==> src/mre_pkg.sv <==
// Shared types, constants and the half-step decode table for the
// multi-encoder rotary decoder. No dependencies.
`default_nettype none

package mre_pkg;

  // Encoders serviced by the round-robin
  localparam int unsigned NUM_ENCODERS = 5;
  localparam int unsigned EncIdxW      = (NUM_ENCODERS > 1) ? $clog2(NUM_ENCODERS) : 1;

  // Field widths
  localparam int unsigned PinW    = 5;
  localparam int unsigned CountW  = 3;
  localparam int unsigned PosW    = 16;
  localparam int unsigned CfgIdxW = 3;
  localparam int unsigned CfgW    = 16;

  // Register reset values
  localparam logic [CountW-1:0] EncCountRst = 3'd1;
  localparam logic [PosW-1:0]   MaxPosRst   = 16'd96;
  localparam logic [PosW-1:0]   MaxHoldRst  = 16'd0;
  localparam logic [PosW-1:0]   LogIncRst   = 16'd682;

  // Configuration register indexes
  typedef enum logic [CfgIdxW-1:0] {
    REG_ENCODER_COUNT     = 3'd0,
    REG_REV_LENGTH        = 3'd1,
    REG_MAX_HOLD          = 3'd2,
    REG_LOGICAL_INCREMENT = 3'd3
  } cfg_reg_e;

  // Held turn direction
  typedef enum logic [1:0] {
    DIR_NONE = 2'd0,
    DIR_CW   = 2'd1,
    DIR_CCW  = 2'd2
  } dir_e;

  // Decoder phase encoding and table word flags
  localparam logic [2:0] PhaseStart = 3'd0;
  localparam logic [5:0] FlagCw     = 6'h10;
  localparam logic [5:0] FlagCcw    = 6'h20;

  // One half-step table lookup: bits 5:4 flags, bits 2:0 next phase.
  // Phases six and seven decode as the start phase.
  function automatic logic [5:0] step_lookup(logic [2:0] phase, logic [1:0] pins);
    logic [5:0] word;
    case ({phase, pins})
      5'b000_00: word = 6'h03;
      5'b000_01: word = 6'h02;
      5'b000_10: word = 6'h01;
      5'b000_11: word = 6'h00;
      5'b001_00: word = 6'h23;
      5'b001_01: word = 6'h00;
      5'b001_10: word = 6'h01;
      5'b001_11: word = 6'h00;
      5'b010_00: word = 6'h13;
      5'b010_01: word = 6'h02;
      5'b010_10: word = 6'h00;
      5'b010_11: word = 6'h00;
      5'b011_00: word = 6'h03;
      5'b011_01: word = 6'h05;
      5'b011_10: word = 6'h04;
      5'b011_11: word = 6'h00;
      5'b100_00: word = 6'h03;
      5'b100_01: word = 6'h03;
      5'b100_10: word = 6'h04;
      5'b100_11: word = 6'h10;
      5'b101_00: word = 6'h03;
      5'b101_01: word = 6'h05;
      5'b101_10: word = 6'h03;
      5'b101_11: word = 6'h20;
      5'b110_00, 5'b111_00: word = 6'h03;
      5'b110_01, 5'b111_01: word = 6'h02;
      5'b110_10, 5'b111_10: word = 6'h01;
      default:   word = 6'h00;
    endcase
    return word;
  endfunction

endpackage

`default_nettype wire

==> src/multi_rotary_encoder_decoder.sv <==
// Top level of the multi-encoder half-step rotary decoder.
// Depends on mre_pkg for widths, register indexes and the decode table.
//
// Usage: each input word carries the A and B pin levels of all encoders,
// sampled once per tick. The block services one encoder per word, chosen
// round-robin, and returns exactly one result word per input word: the
// serviced index, its physical and logical position, its held direction
// and a step flag. The pointer stays on an encoder that just stepped.
// The word sits in the input register, and once the result register is
// free the decode, position update and per-encoder state write land in
// the result register. Throughput is one word per cycle while the
// receiver does not stall; the state update feeds the next word directly.
// When the receiver stalls, the result register holds and the input
// register takes one more word, after which in_ready_o drops.
// The configuration port always accepts; the user must make writes only
// while the block is idle, which the block does not enforce. Writing the
// revolution length presets every position to a quarter of it.
// Reset clears all encoder state, the pointer and both pipeline stages
// and loads the default register values.
`default_nettype none

module multi_rotary_encoder_decoder (
  input  wire                            clk_i,
  input  wire                            rst_ni,
  // input words
  input  wire                            in_valid_i,
  output logic                           in_ready_o,
  input  wire  [mre_pkg::PinW-1:0]       phase_a_levels_i,
  input  wire  [mre_pkg::PinW-1:0]       phase_b_levels_i,
  // result words
  output logic                           out_valid_o,
  input  wire                            out_ready_i,
  output logic [mre_pkg::CountW-1:0]     serviced_encoder_o,
  output logic [mre_pkg::PosW-1:0]       physical_position_o,
  output logic [mre_pkg::PosW-1:0]       logical_position_o,
  output logic [1:0]                     turn_direction_o,
  output logic                           step_seen_o,
  // configuration writes
  input  wire                            cfg_valid_i,
  output logic                           cfg_ready_o,
  input  wire  [mre_pkg::CfgIdxW-1:0]    cfg_index_i,
  input  wire  [mre_pkg::CfgW-1:0]       cfg_data_i
);

  import mre_pkg::*;

  // Configuration registers
  logic [CountW-1:0] enc_count_q;
  logic [PosW-1:0]   max_pos_q;
  logic [PosW-1:0]   max_hold_q;
  logic [PosW-1:0]   log_inc_q;

  // Per-encoder state
  logic [2:0]      phase_q [NUM_ENCODERS];
  logic [PosW-1:0] pos_q   [NUM_ENCODERS];
  logic [PosW-1:0] lpos_q  [NUM_ENCODERS];
  dir_e            dir_q   [NUM_ENCODERS];
  logic [PosW-1:0] timer_q [NUM_ENCODERS];
  logic [EncIdxW-1:0] ptr_q, ptr_d;

  // Input register
  logic            in_valid_q;
  logic [PinW-1:0] a_q, b_q;

  // Datapath
  logic            fire;
  logic            cfg_fire;
  logic [1:0]      pins;
  logic [5:0]      tbl_word;
  logic            step;
  logic [2:0]      phase_d;
  logic [PosW-1:0] pos_d, lpos_d, timer_d;
  dir_e            dir_d;
  logic [PosW:0]   pos_inc;
  logic [CountW:0] count_clamped;
  logic [CountW:0] ptr_inc;

  assign cfg_ready_o = 1'b1;
  assign cfg_fire    = cfg_valid_i;

  // Compute when an input word waits and the result register is free
  assign fire       = in_valid_q && (!out_valid_o || out_ready_i);
  assign in_ready_o = !in_valid_q || fire;

  // Decode the serviced encoder and work out its next state
  always_comb begin
    pins     = {b_q[ptr_q], a_q[ptr_q]};
    tbl_word = step_lookup(phase_q[ptr_q], pins);
    phase_d  = tbl_word[2:0];
    step     = |(tbl_word & (FlagCw | FlagCcw));
    pos_inc  = {1'b0, pos_q[ptr_q]} + {{PosW{1'b0}}, 1'b1};

    // count down the hold, drop the direction once it has run out
    if (timer_q[ptr_q] != '0) begin
      timer_d = timer_q[ptr_q] - {{(PosW-1){1'b0}}, 1'b1};
      dir_d   = dir_q[ptr_q];
    end else begin
      timer_d = timer_q[ptr_q];
      dir_d   = DIR_NONE;
    end

    pos_d  = pos_q[ptr_q];
    lpos_d = lpos_q[ptr_q];
    if (step) begin
      timer_d = max_hold_q;
      if ((tbl_word & (FlagCw | FlagCcw)) == FlagCw) begin
        dir_d  = DIR_CW;
        pos_d  = (pos_inc >= {1'b0, max_pos_q}) ? '0 : pos_inc[PosW-1:0];
        lpos_d = lpos_q[ptr_q] + log_inc_q;
      end else begin
        dir_d  = DIR_CCW;
        pos_d  = (pos_q[ptr_q] == '0 || pos_q[ptr_q] >= max_pos_q) ?
                 (max_pos_q - {{(PosW-1){1'b0}}, 1'b1}) :
                 (pos_q[ptr_q] - {{(PosW-1){1'b0}}, 1'b1});
        lpos_d = lpos_q[ptr_q] - log_inc_q;
      end
    end

    // hold the pointer after a step, else advance and wrap
    count_clamped = ({1'b0, enc_count_q} > (CountW+1)'(NUM_ENCODERS)) ?
                    (CountW+1)'(NUM_ENCODERS) : {1'b0, enc_count_q};
    ptr_inc = (CountW+1)'(ptr_q) + {{CountW{1'b0}}, 1'b1};
    if (step) begin
      ptr_d = ptr_q;
    end else if (ptr_inc >= count_clamped) begin
      ptr_d = '0;
    end else begin
      ptr_d = ptr_inc[EncIdxW-1:0];
    end
  end

  // Input register
  always_ff @(posedge clk_i or negedge rst_ni) begin
    if (!rst_ni) begin
      in_valid_q <= 1'b0;
    end else if (in_ready_o) begin
      in_valid_q <= in_valid_i;
    end
  end

  always_ff @(posedge clk_i) begin
    if (in_ready_o && in_valid_i) begin
      a_q <= phase_a_levels_i;
      b_q <= phase_b_levels_i;
    end
  end

  // Configuration registers
  always_ff @(posedge clk_i or negedge rst_ni) begin
    if (!rst_ni) begin
      enc_count_q <= EncCountRst;
      max_pos_q   <= MaxPosRst;
      max_hold_q  <= MaxHoldRst;
      log_inc_q   <= LogIncRst;
    end else if (cfg_fire) begin
      case (cfg_index_i)
        REG_ENCODER_COUNT:     enc_count_q <= cfg_data_i[CountW-1:0];
        REG_REV_LENGTH:        max_pos_q   <= cfg_data_i[PosW-1:0];
        REG_MAX_HOLD:          max_hold_q  <= cfg_data_i[PosW-1:0];
        REG_LOGICAL_INCREMENT: log_inc_q   <= cfg_data_i[PosW-1:0];
        default: ;
      endcase
    end
  end

  // Per-encoder state: update the serviced entry, preset positions on write
  always_ff @(posedge clk_i or negedge rst_ni) begin
    if (!rst_ni) begin
      for (int i = 0; i < NUM_ENCODERS; i++) begin
        phase_q[i] <= PhaseStart;
        pos_q[i]   <= '0;
        lpos_q[i]  <= '0;
        dir_q[i]   <= DIR_NONE;
        timer_q[i] <= '0;
      end
      ptr_q <= '0;
    end else if (cfg_fire && cfg_index_i == REG_REV_LENGTH) begin
      for (int i = 0; i < NUM_ENCODERS; i++) begin
        pos_q[i] <= {2'b00, cfg_data_i[PosW-1:2]};
      end
    end else if (fire) begin
      phase_q[ptr_q] <= phase_d;
      pos_q[ptr_q]   <= pos_d;
      lpos_q[ptr_q]  <= lpos_d;
      dir_q[ptr_q]   <= dir_d;
      timer_q[ptr_q] <= timer_d;
      ptr_q          <= ptr_d;
    end
  end

  // Result register
  always_ff @(posedge clk_i or negedge rst_ni) begin
    if (!rst_ni) begin
      out_valid_o <= 1'b0;
    end else if (fire) begin
      out_valid_o <= 1'b1;
    end else if (out_ready_i) begin
      out_valid_o <= 1'b0;
    end
  end

  always_ff @(posedge clk_i) begin
    if (fire) begin
      serviced_encoder_o  <= CountW'(ptr_q);
      physical_position_o <= pos_d;
      logical_position_o  <= lpos_d;
      turn_direction_o    <= dir_d;
      step_seen_o         <= step;
    end
  end

  // A reported step always carries a direction
  assert property (@(posedge clk_i) disable iff (!rst_ni)
    (out_valid_o && step_seen_o) |-> (turn_direction_o != DIR_NONE))
    else $error("step reported without direction");

  // The serviced index stays within the encoder range
  assert property (@(posedge clk_i) disable iff (!rst_ni)
    out_valid_o |-> (serviced_encoder_o < CountW'(NUM_ENCODERS)))
    else $error("serviced encoder out of range");

  // The pointer stays on an encoder that just stepped
  assert property (@(posedge clk_i) disable iff (!rst_ni)
    (fire && step && !cfg_fire) |=> (ptr_q == $past(ptr_q)))
    else $error("pointer moved after a step");

  // A computed word shows up as a valid result next cycle
  assert property (@(posedge clk_i) disable iff (!rst_ni)
    fire |=> out_valid_o)
    else $error("result lost");

endmodule

`default_nettype wire

==> config.mk <==
export PLATFORM = sky130hd
export DESIGN_NAME = multi_rotary_encoder_decoder
export DESIGN_NICKNAME = d
export VERILOG_FILES = /design/src/mre_pkg.sv /design/src/multi_rotary_encoder_decoder.sv
export SDC_FILE = /design/constraint.sdc
export NUM_CORES = 1
export LEC_CHECK = 0
export BUFFER_PORTS_ARGS = -buffer_cell sky130_fd_sc_hd__buf_2
export CORE_ASPECT_RATIO = 1.5
export CORE_MARGIN = 2
export CORE_UTILIZATION = 35
export DETAILED_ROUTE_END_ITERATION = 8
export GPL_ROUTABILITY_DRIVEN = 0
export GPL_TIMING_DRIVEN = 0
export PLACE_DENSITY = 0.49
export SLEW_MARGIN = 40
export SYNTH_ARGS = -nofsm -noshare
export SYNTH_HDL_FRONTEND = slang
export SYNTH_SLANG_ARGS = --single-unit
==> constraint.sdc <==
create_clock -name clk_i -period 13.8 [get_ports clk_i]
set_input_delay 1.38 -clock clk_i [delete_from_list [all_inputs] [get_ports clk_i]]
set_output_delay 1.38 -clock clk_i [all_outputs]
set_load 0.005 [all_outputs]
# Word level (Yosys, flattened, before mapping)
# Memory sizes are Yosys's and may differ from the RTL's.
# Cells that the tools add are included.
[totals] register_bits=369 rom_bits=160 in_bits=34 output_inout_bits=41 wordCells=129 mem_count=1
[op_classes] add_sub_neg=7 magnitude_cmp=7 eq_ne=4 mux=47 bitwise_logic=3 reduce_logical=21
[memory_table] memory="(name not given)" depth=32 width=5 rd=1 rd_clocked_by_memory_dff=0 write_ports=0 line="mre_pkg.sv:48" source="case ({phase, pins})"
[ops] op="80-bit bitwise mux" n=3
[ops] op="16-bit two-way mux" n=15
[ops] op="80-bit two-way mux" n=2
[ops] op="16-bit binary-select mux with 3-bit select" n=3
[ops] op="16-bit demux with 3-bit select" n=1
[ops] op="16-bit by 1-bit subtractor with 16-bit output, second input constant" n=3
[ops] op="16-bit by 1-bit adder with 17-bit output, second input constant" n=1
[ops] op="17-bit by 16-bit greater-or-equal comparator with 1-bit output" n=1
[ops] op="16-bit adder" n=1
[ops] op="16-bit greater-or-equal comparator" n=1
[ops] op="16-bit logical NOT" n=1
[ops] op="16-bit nonzero test" n=1
[ops] op="16-bit subtractor" n=1
[ops] op="15-bit bitwise mux" n=1
[ops] op="3-bit two-way mux" n=5
[ops] op="2-bit two-way mux" n=6
[ops] op="10-bit bitwise mux" n=1
[ops] op="2-bit AND reduction" n=5
[ops] op="3-bit binary-select mux with 3-bit select" n=1
[ops] op="3-bit demux with 3-bit select" n=1
[ops] op="1-bit binary-select mux with 3-bit select" n=2
[ops] op="2-bit binary-select mux with 3-bit select" n=1
[ops] op="2-bit demux with 3-bit select" n=1
[ops] op="3-bit by 2-bit == test with 1-bit output, second input constant" n=2
[ops] op="18 further kinds" n=29

# Depth between registers and ports, before layout
[logic_depth] ltp_word=12 mapped_depth=29 ltp_nobuf=22

# Worst setup path after synthesis
# No wires, ideal clock.
[synth_path] path_type="register -> register" from="register ptr_q[0]" to="register logical_position_o[14] in the netlist's numbering (data pin)" setup_time_ns=0.263 arrival_ns=6.126 required_ns=13.537 path_slack_ns=7.411 path_stages_with_launch=29 path_buffers=7 synth_period_minus_slack_ns=6.389 cell_sequence="dfrtp_1 > buf_4 > buf_4 > buf_2 > and3b_1 > clkbuf_1 > nand2_1 > o21ai_0 > a221oi_1 > inv_1 > ha_1 > inv_1 > a211oi_1 > a32oi_1 > clkbuf_1 > clkbuf_1 > buf_1 > o21ai_0 > fa_1 > a21o_1 > a21oi_1 > o21bai_1 > a2111oi_0 > o31ai_1 > a21boi_0 > xor2_1 > nor2_1 > a21oi_1 > inv_1"
[synth_between] elab_chain_cells=8 word_cells_on_any_way=18 cone_classes="add/sub (2); eq/ne (1); mux (12); bitwise (1); reduce/logical (1); memory (1)"
[synth_rtl] item="start, declared" line="multi_rotary_encoder_decoder.sv:59" source="logic [EncIdxW-1:0] ptr_q, ptr_d;"
[synth_rtl] item="start signal, assigned" line="multi_rotary_encoder_decoder.sv:187" source="ptr_q <= ptr_d;"
[synth_rtl] item="3-bit inverter with 4-bit output (implied by the code)"
[synth_rtl] item="3-bit binary-select mux with 3-bit select" line="multi_rotary_encoder_decoder.sv:88" source="tbl_word = step_lookup(phase_q[ptr_q], pins);"
[synth_rtl] item="3-bit two-way mux (implied by the code) (2 in series)" line="multi_rotary_encoder_decoder.sv:88"
[synth_rtl] item="memory 32 x 5 bit"
[synth_rtl] item="2-bit by 1-bit == test with 1-bit output" line="multi_rotary_encoder_decoder.sv:106" source="if ((tbl_word & (FlagCw | FlagCcw)) == FlagCw) begin"
[synth_rtl] item="16-bit two-way mux" line="multi_rotary_encoder_decoder.sv:106"
[synth_rtl] item="16-bit two-way mux (*)" line="multi_rotary_encoder_decoder.sv:104" source="if (step) begin"
[synth_rtl] item="via lpos_d[14]" line="multi_rotary_encoder_decoder.sv:72" source="logic [PosW-1:0] pos_d, lpos_d, timer_d;"
[synth_rtl] item="end signal, assigned" line="multi_rotary_encoder_decoder.sv:206" source="logical_position_o <= lpos_d;"
[synth_rtl] item="end, declared" line="multi_rotary_encoder_decoder.sv:35" source="output logic [mre_pkg::PosW-1:0] logical_position_o,"
# The timed path passes the listed nets; every way through them passes the cells marked *. The select of a mux whose other input is x is not followed.
# A chain may end at the register's enable or synchronous reset.

# Worst setup path after layout
[layout_path] from="register ptr_q[1]" to="register logical_position_o[14] in the netlist's numbering (data pin)"
# Same word-level chain as after synthesis.

==> results_dict.tcl <==
set metrics [dict create \
    power_mw 6.49 \
    die_y_um 295 \
    synthesis.area_um2 19800 \
    stdcell_area_um2 22800 \
    fin_tns_setup_ns 0 \
    maxSlewViolCount 0 \
    reg2reg_setup_slack_ns 4.51 \
    synthCells 2054 \
    start_util 0.354 \
    wl_per_cell_um 27.1 \
    synth_edf_count 48 \
    slew_headroom 0.387 \
    post_cts_buffers 0 \
    placement.setup.worst_slack_ns 4.47 \
    cts_buffers 42 \
    hold_viol_final 0 \
    worstHoldStart "lpos_q[76]$_DFFE_PN0P_" \
    slowest_stage "a221oi_2" \
    holdCritPathClass "flop to flop" \
    area_delta_synth_final_pct 15.3 \
    cp_common_cell "inv_1" \
    grt_pass1_vias 17370 \
    ir_worst_vdd_uv 119 \
    synthArstFlopShare 0.870 \
    worst_pin_slew_ns 0.919 \
    r2r-end "logical_position_o[14]$_DFFE_PP_" \
    path_buf_inv 11 \
    antenna_found_initial 5 \
    fin_skew_ns 0.0287 \
    fin_ws_ns 4.51 \
    drcViolationCount 0 \
    finalCritPeriodShare 0.673 \
    critPathMaxStageDelay_ns 0.79 \
    crit_path_end_kind "flop" \
    clk_pin_slew_ns 0.06 \
    critPathTopFamily "buffers and inverters" \
    synth-main-ff-cell "dfrtp_1" \
    max_cap_viol_count 0 \
    synth.most_common_cell "nand2_1" \
    ys_top_cells_by_count "nand2_1, dfrtp_1, o21ai_0, nor2_1, a21oi_1" \
    clk_latency_ns 0.60 \
    ys_seq_elements 369 \
    grt_setup_unrepaired "false" \
    grt_max_degree 73 \
    status "completed" \
    clk_path_buf_depth 3 \
    routed_via_density 5.82 \
    grt_first_pass_wirelength_um 117000 \
    period_needed_ns 9.29 \
    dp_hpwl_um 58700 \
    root_buffer "clkbuf_16" \
    rows 106 \
    p_leak_nw 9.93 \
    ant_nets 0 \
    cts_hold_buf 0 \
    reg2reg_from "ptr_q[1]$_DFFE_PN0P_" \
    placed_area_um2 21400 \
    synthTopCellsByArea "dfrtp_1, o21ai_0, edfxtp_1, nand2_1, ha_1" \
    required_ns 14.13 \
    yosysUniqueCellTypes 89 \
    avgSynthCellArea_um2 9.63 \
    cts.sinks 369 \
    grt_util_all_layers 0.277 \
    cp.arrival_ns 9.61 \
    powerDensity_nw_per_um2 285 \
    drtPass1Iterations 5 \
    setup_violations 0 \
    whs_endpoint "lpos_q[76]$_DFFE_PN0P_" \
    core_um2 55800 \
    nFillCells 5570 \
    synth_area_leader_cell "dfrtp_1" \
    r2r_cells 27 \
    cts_tree "done" \
    vias 17322 \
    htreeDepth 2 \
    place.port_buffers 72 \
    critical_path_peak_fanout 10 \
    max_freq_ghz 0.108 \
    synth_top_area_frac 0.396 \
    whs_path_depth 2 \
    drive_above_1_share 0.149 \
    nets 2277 \
    synth_seq_area_share 0.479 \
    start_kind "flop" \
    die_w_um 198 \
    routed_wl_um 80500 \
    drt_iter0_drc 1264 \
    crit_type "flop to flop" \
    overflow 0 \
    ios 75 \
    cts.repair.resized 0 \
    synth_nets 2149 \
    ys_warn_count 0 \
    dieArea_um2 58500 \
]
==> kinds of logic (layout without fill, tap and decap cells) <==
kind of cell    Yosys count  after routing  synth area share
compound gates          603            603             0.191
xor+xnor                 71             71            0.0314
fa+ha+maj                61             61            0.0390
buf+inv                 192            353            0.0399
flops                   369            369             0.479
mux                     146            146            0.0826
other cells               1              4          0.000190
simple gates            611            611             0.137
==> flip-flops by register name, summed over array words and instances (netlist names), 10 cells and up <==
name	cells
physical_position_o	16
phase_q	15
dir_q	10
timer_q	80
pos_q	80
lpos_q	80
logical_position_o	16
max_pos_q	16
log_inc_q	16
max_hold_q	16
==> layer usage <==
layer	GRT usage	part of all wire	up-vias
met5	0	0	-
met2	0.483	0.50	719
met4	0.184	0.072	0
met1	0.312	0.37	8715
li1	-	-	7618
met3	0.0408	0.054	270
==> through the flow <==
stage,instances,hold WS (ns),utilization
floorplan,2054,0.441,-
global placement,2882,0.457,0.378
detailed placement,2893,0.463,0.384
CTS,2970,0.480,0.408
global route,2971,0.489,0.408
finish,2974,0.476,0.408
==> cell type report <==
cell class | count | area (um^2) | share of cell area
diodes | 3 | 7.51 | 0.000329
repair buffers | 84 | 583 | 0.0256
inverters | 71 | 272 | 0.0119
multi-input cells | 1493 | 9630 | 0.422
clock inverters | 14 | 121 | 0.00532
plain buffers | 121 | 551 | 0.0241
flip-flops and latches | 369 | 9480 | 0.416
well taps | 756 | 946 | 0.0415
clock buffers | 63 | 1210 | 0.0531
==> power by group <==
part	switching, mW	internal, mW
Sequential	0.228	1.57
Clock	0.488	0.630
Combinational	2.38	1.20
Total	3.09	3.40
==> layout by cell type, fill, tap and decap left out, types with 43 or more instances in the layout <==
master / count
a21oi_1: 94
clkbuf_16: 43
edfxtp_1: 48
o21ai_0: 288
inv_1: 64
mux2_2: 64
mux2i_1: 73
nand2_1: 331
clkbuf_1: 85
ha_1: 60
buf_2: 84
dfrtp_1: 313
nor2_1: 109
xnor2_1: 57
==> how the worst max path moves through the flow <==
stage | start | end | cells after the start
after CTS | ptr_q[1]$_DFFE_PN0P_ | logical_position_o[14]$_DFFE_PP_ | 27
after floorplan | ptr_q[0]$_DFFE_PN0P_ | logical_position_o[14]$_DFFE_PP_ | 28
final | ptr_q[1]$_DFFE_PN0P_ | logical_position_o[14]$_DFFE_PP_ | 27
after global placement | ptr_q[1]$_DFFE_PN0P_ | logical_position_o[14]$_DFFE_PP_ | 26
after detailed placement | ptr_q[1]$_DFFE_PN0P_ | logical_position_o[14]$_DFFE_PP_ | 27
after global routing | ptr_q[1]$_DFFE_PN0P_ | lpos_q[14]$_DFFE_PN0P_ | 27
==> worst min-delay path, delay by kind of cell (launching register included) <==
kind,cells,cell delay (ns)
DFF,1,0.34
and+or+nand+nor,1,0.04
AOI/OAI and AO/OA,1,0.06
No activity file was read; power rests on OpenSTA's default activity.
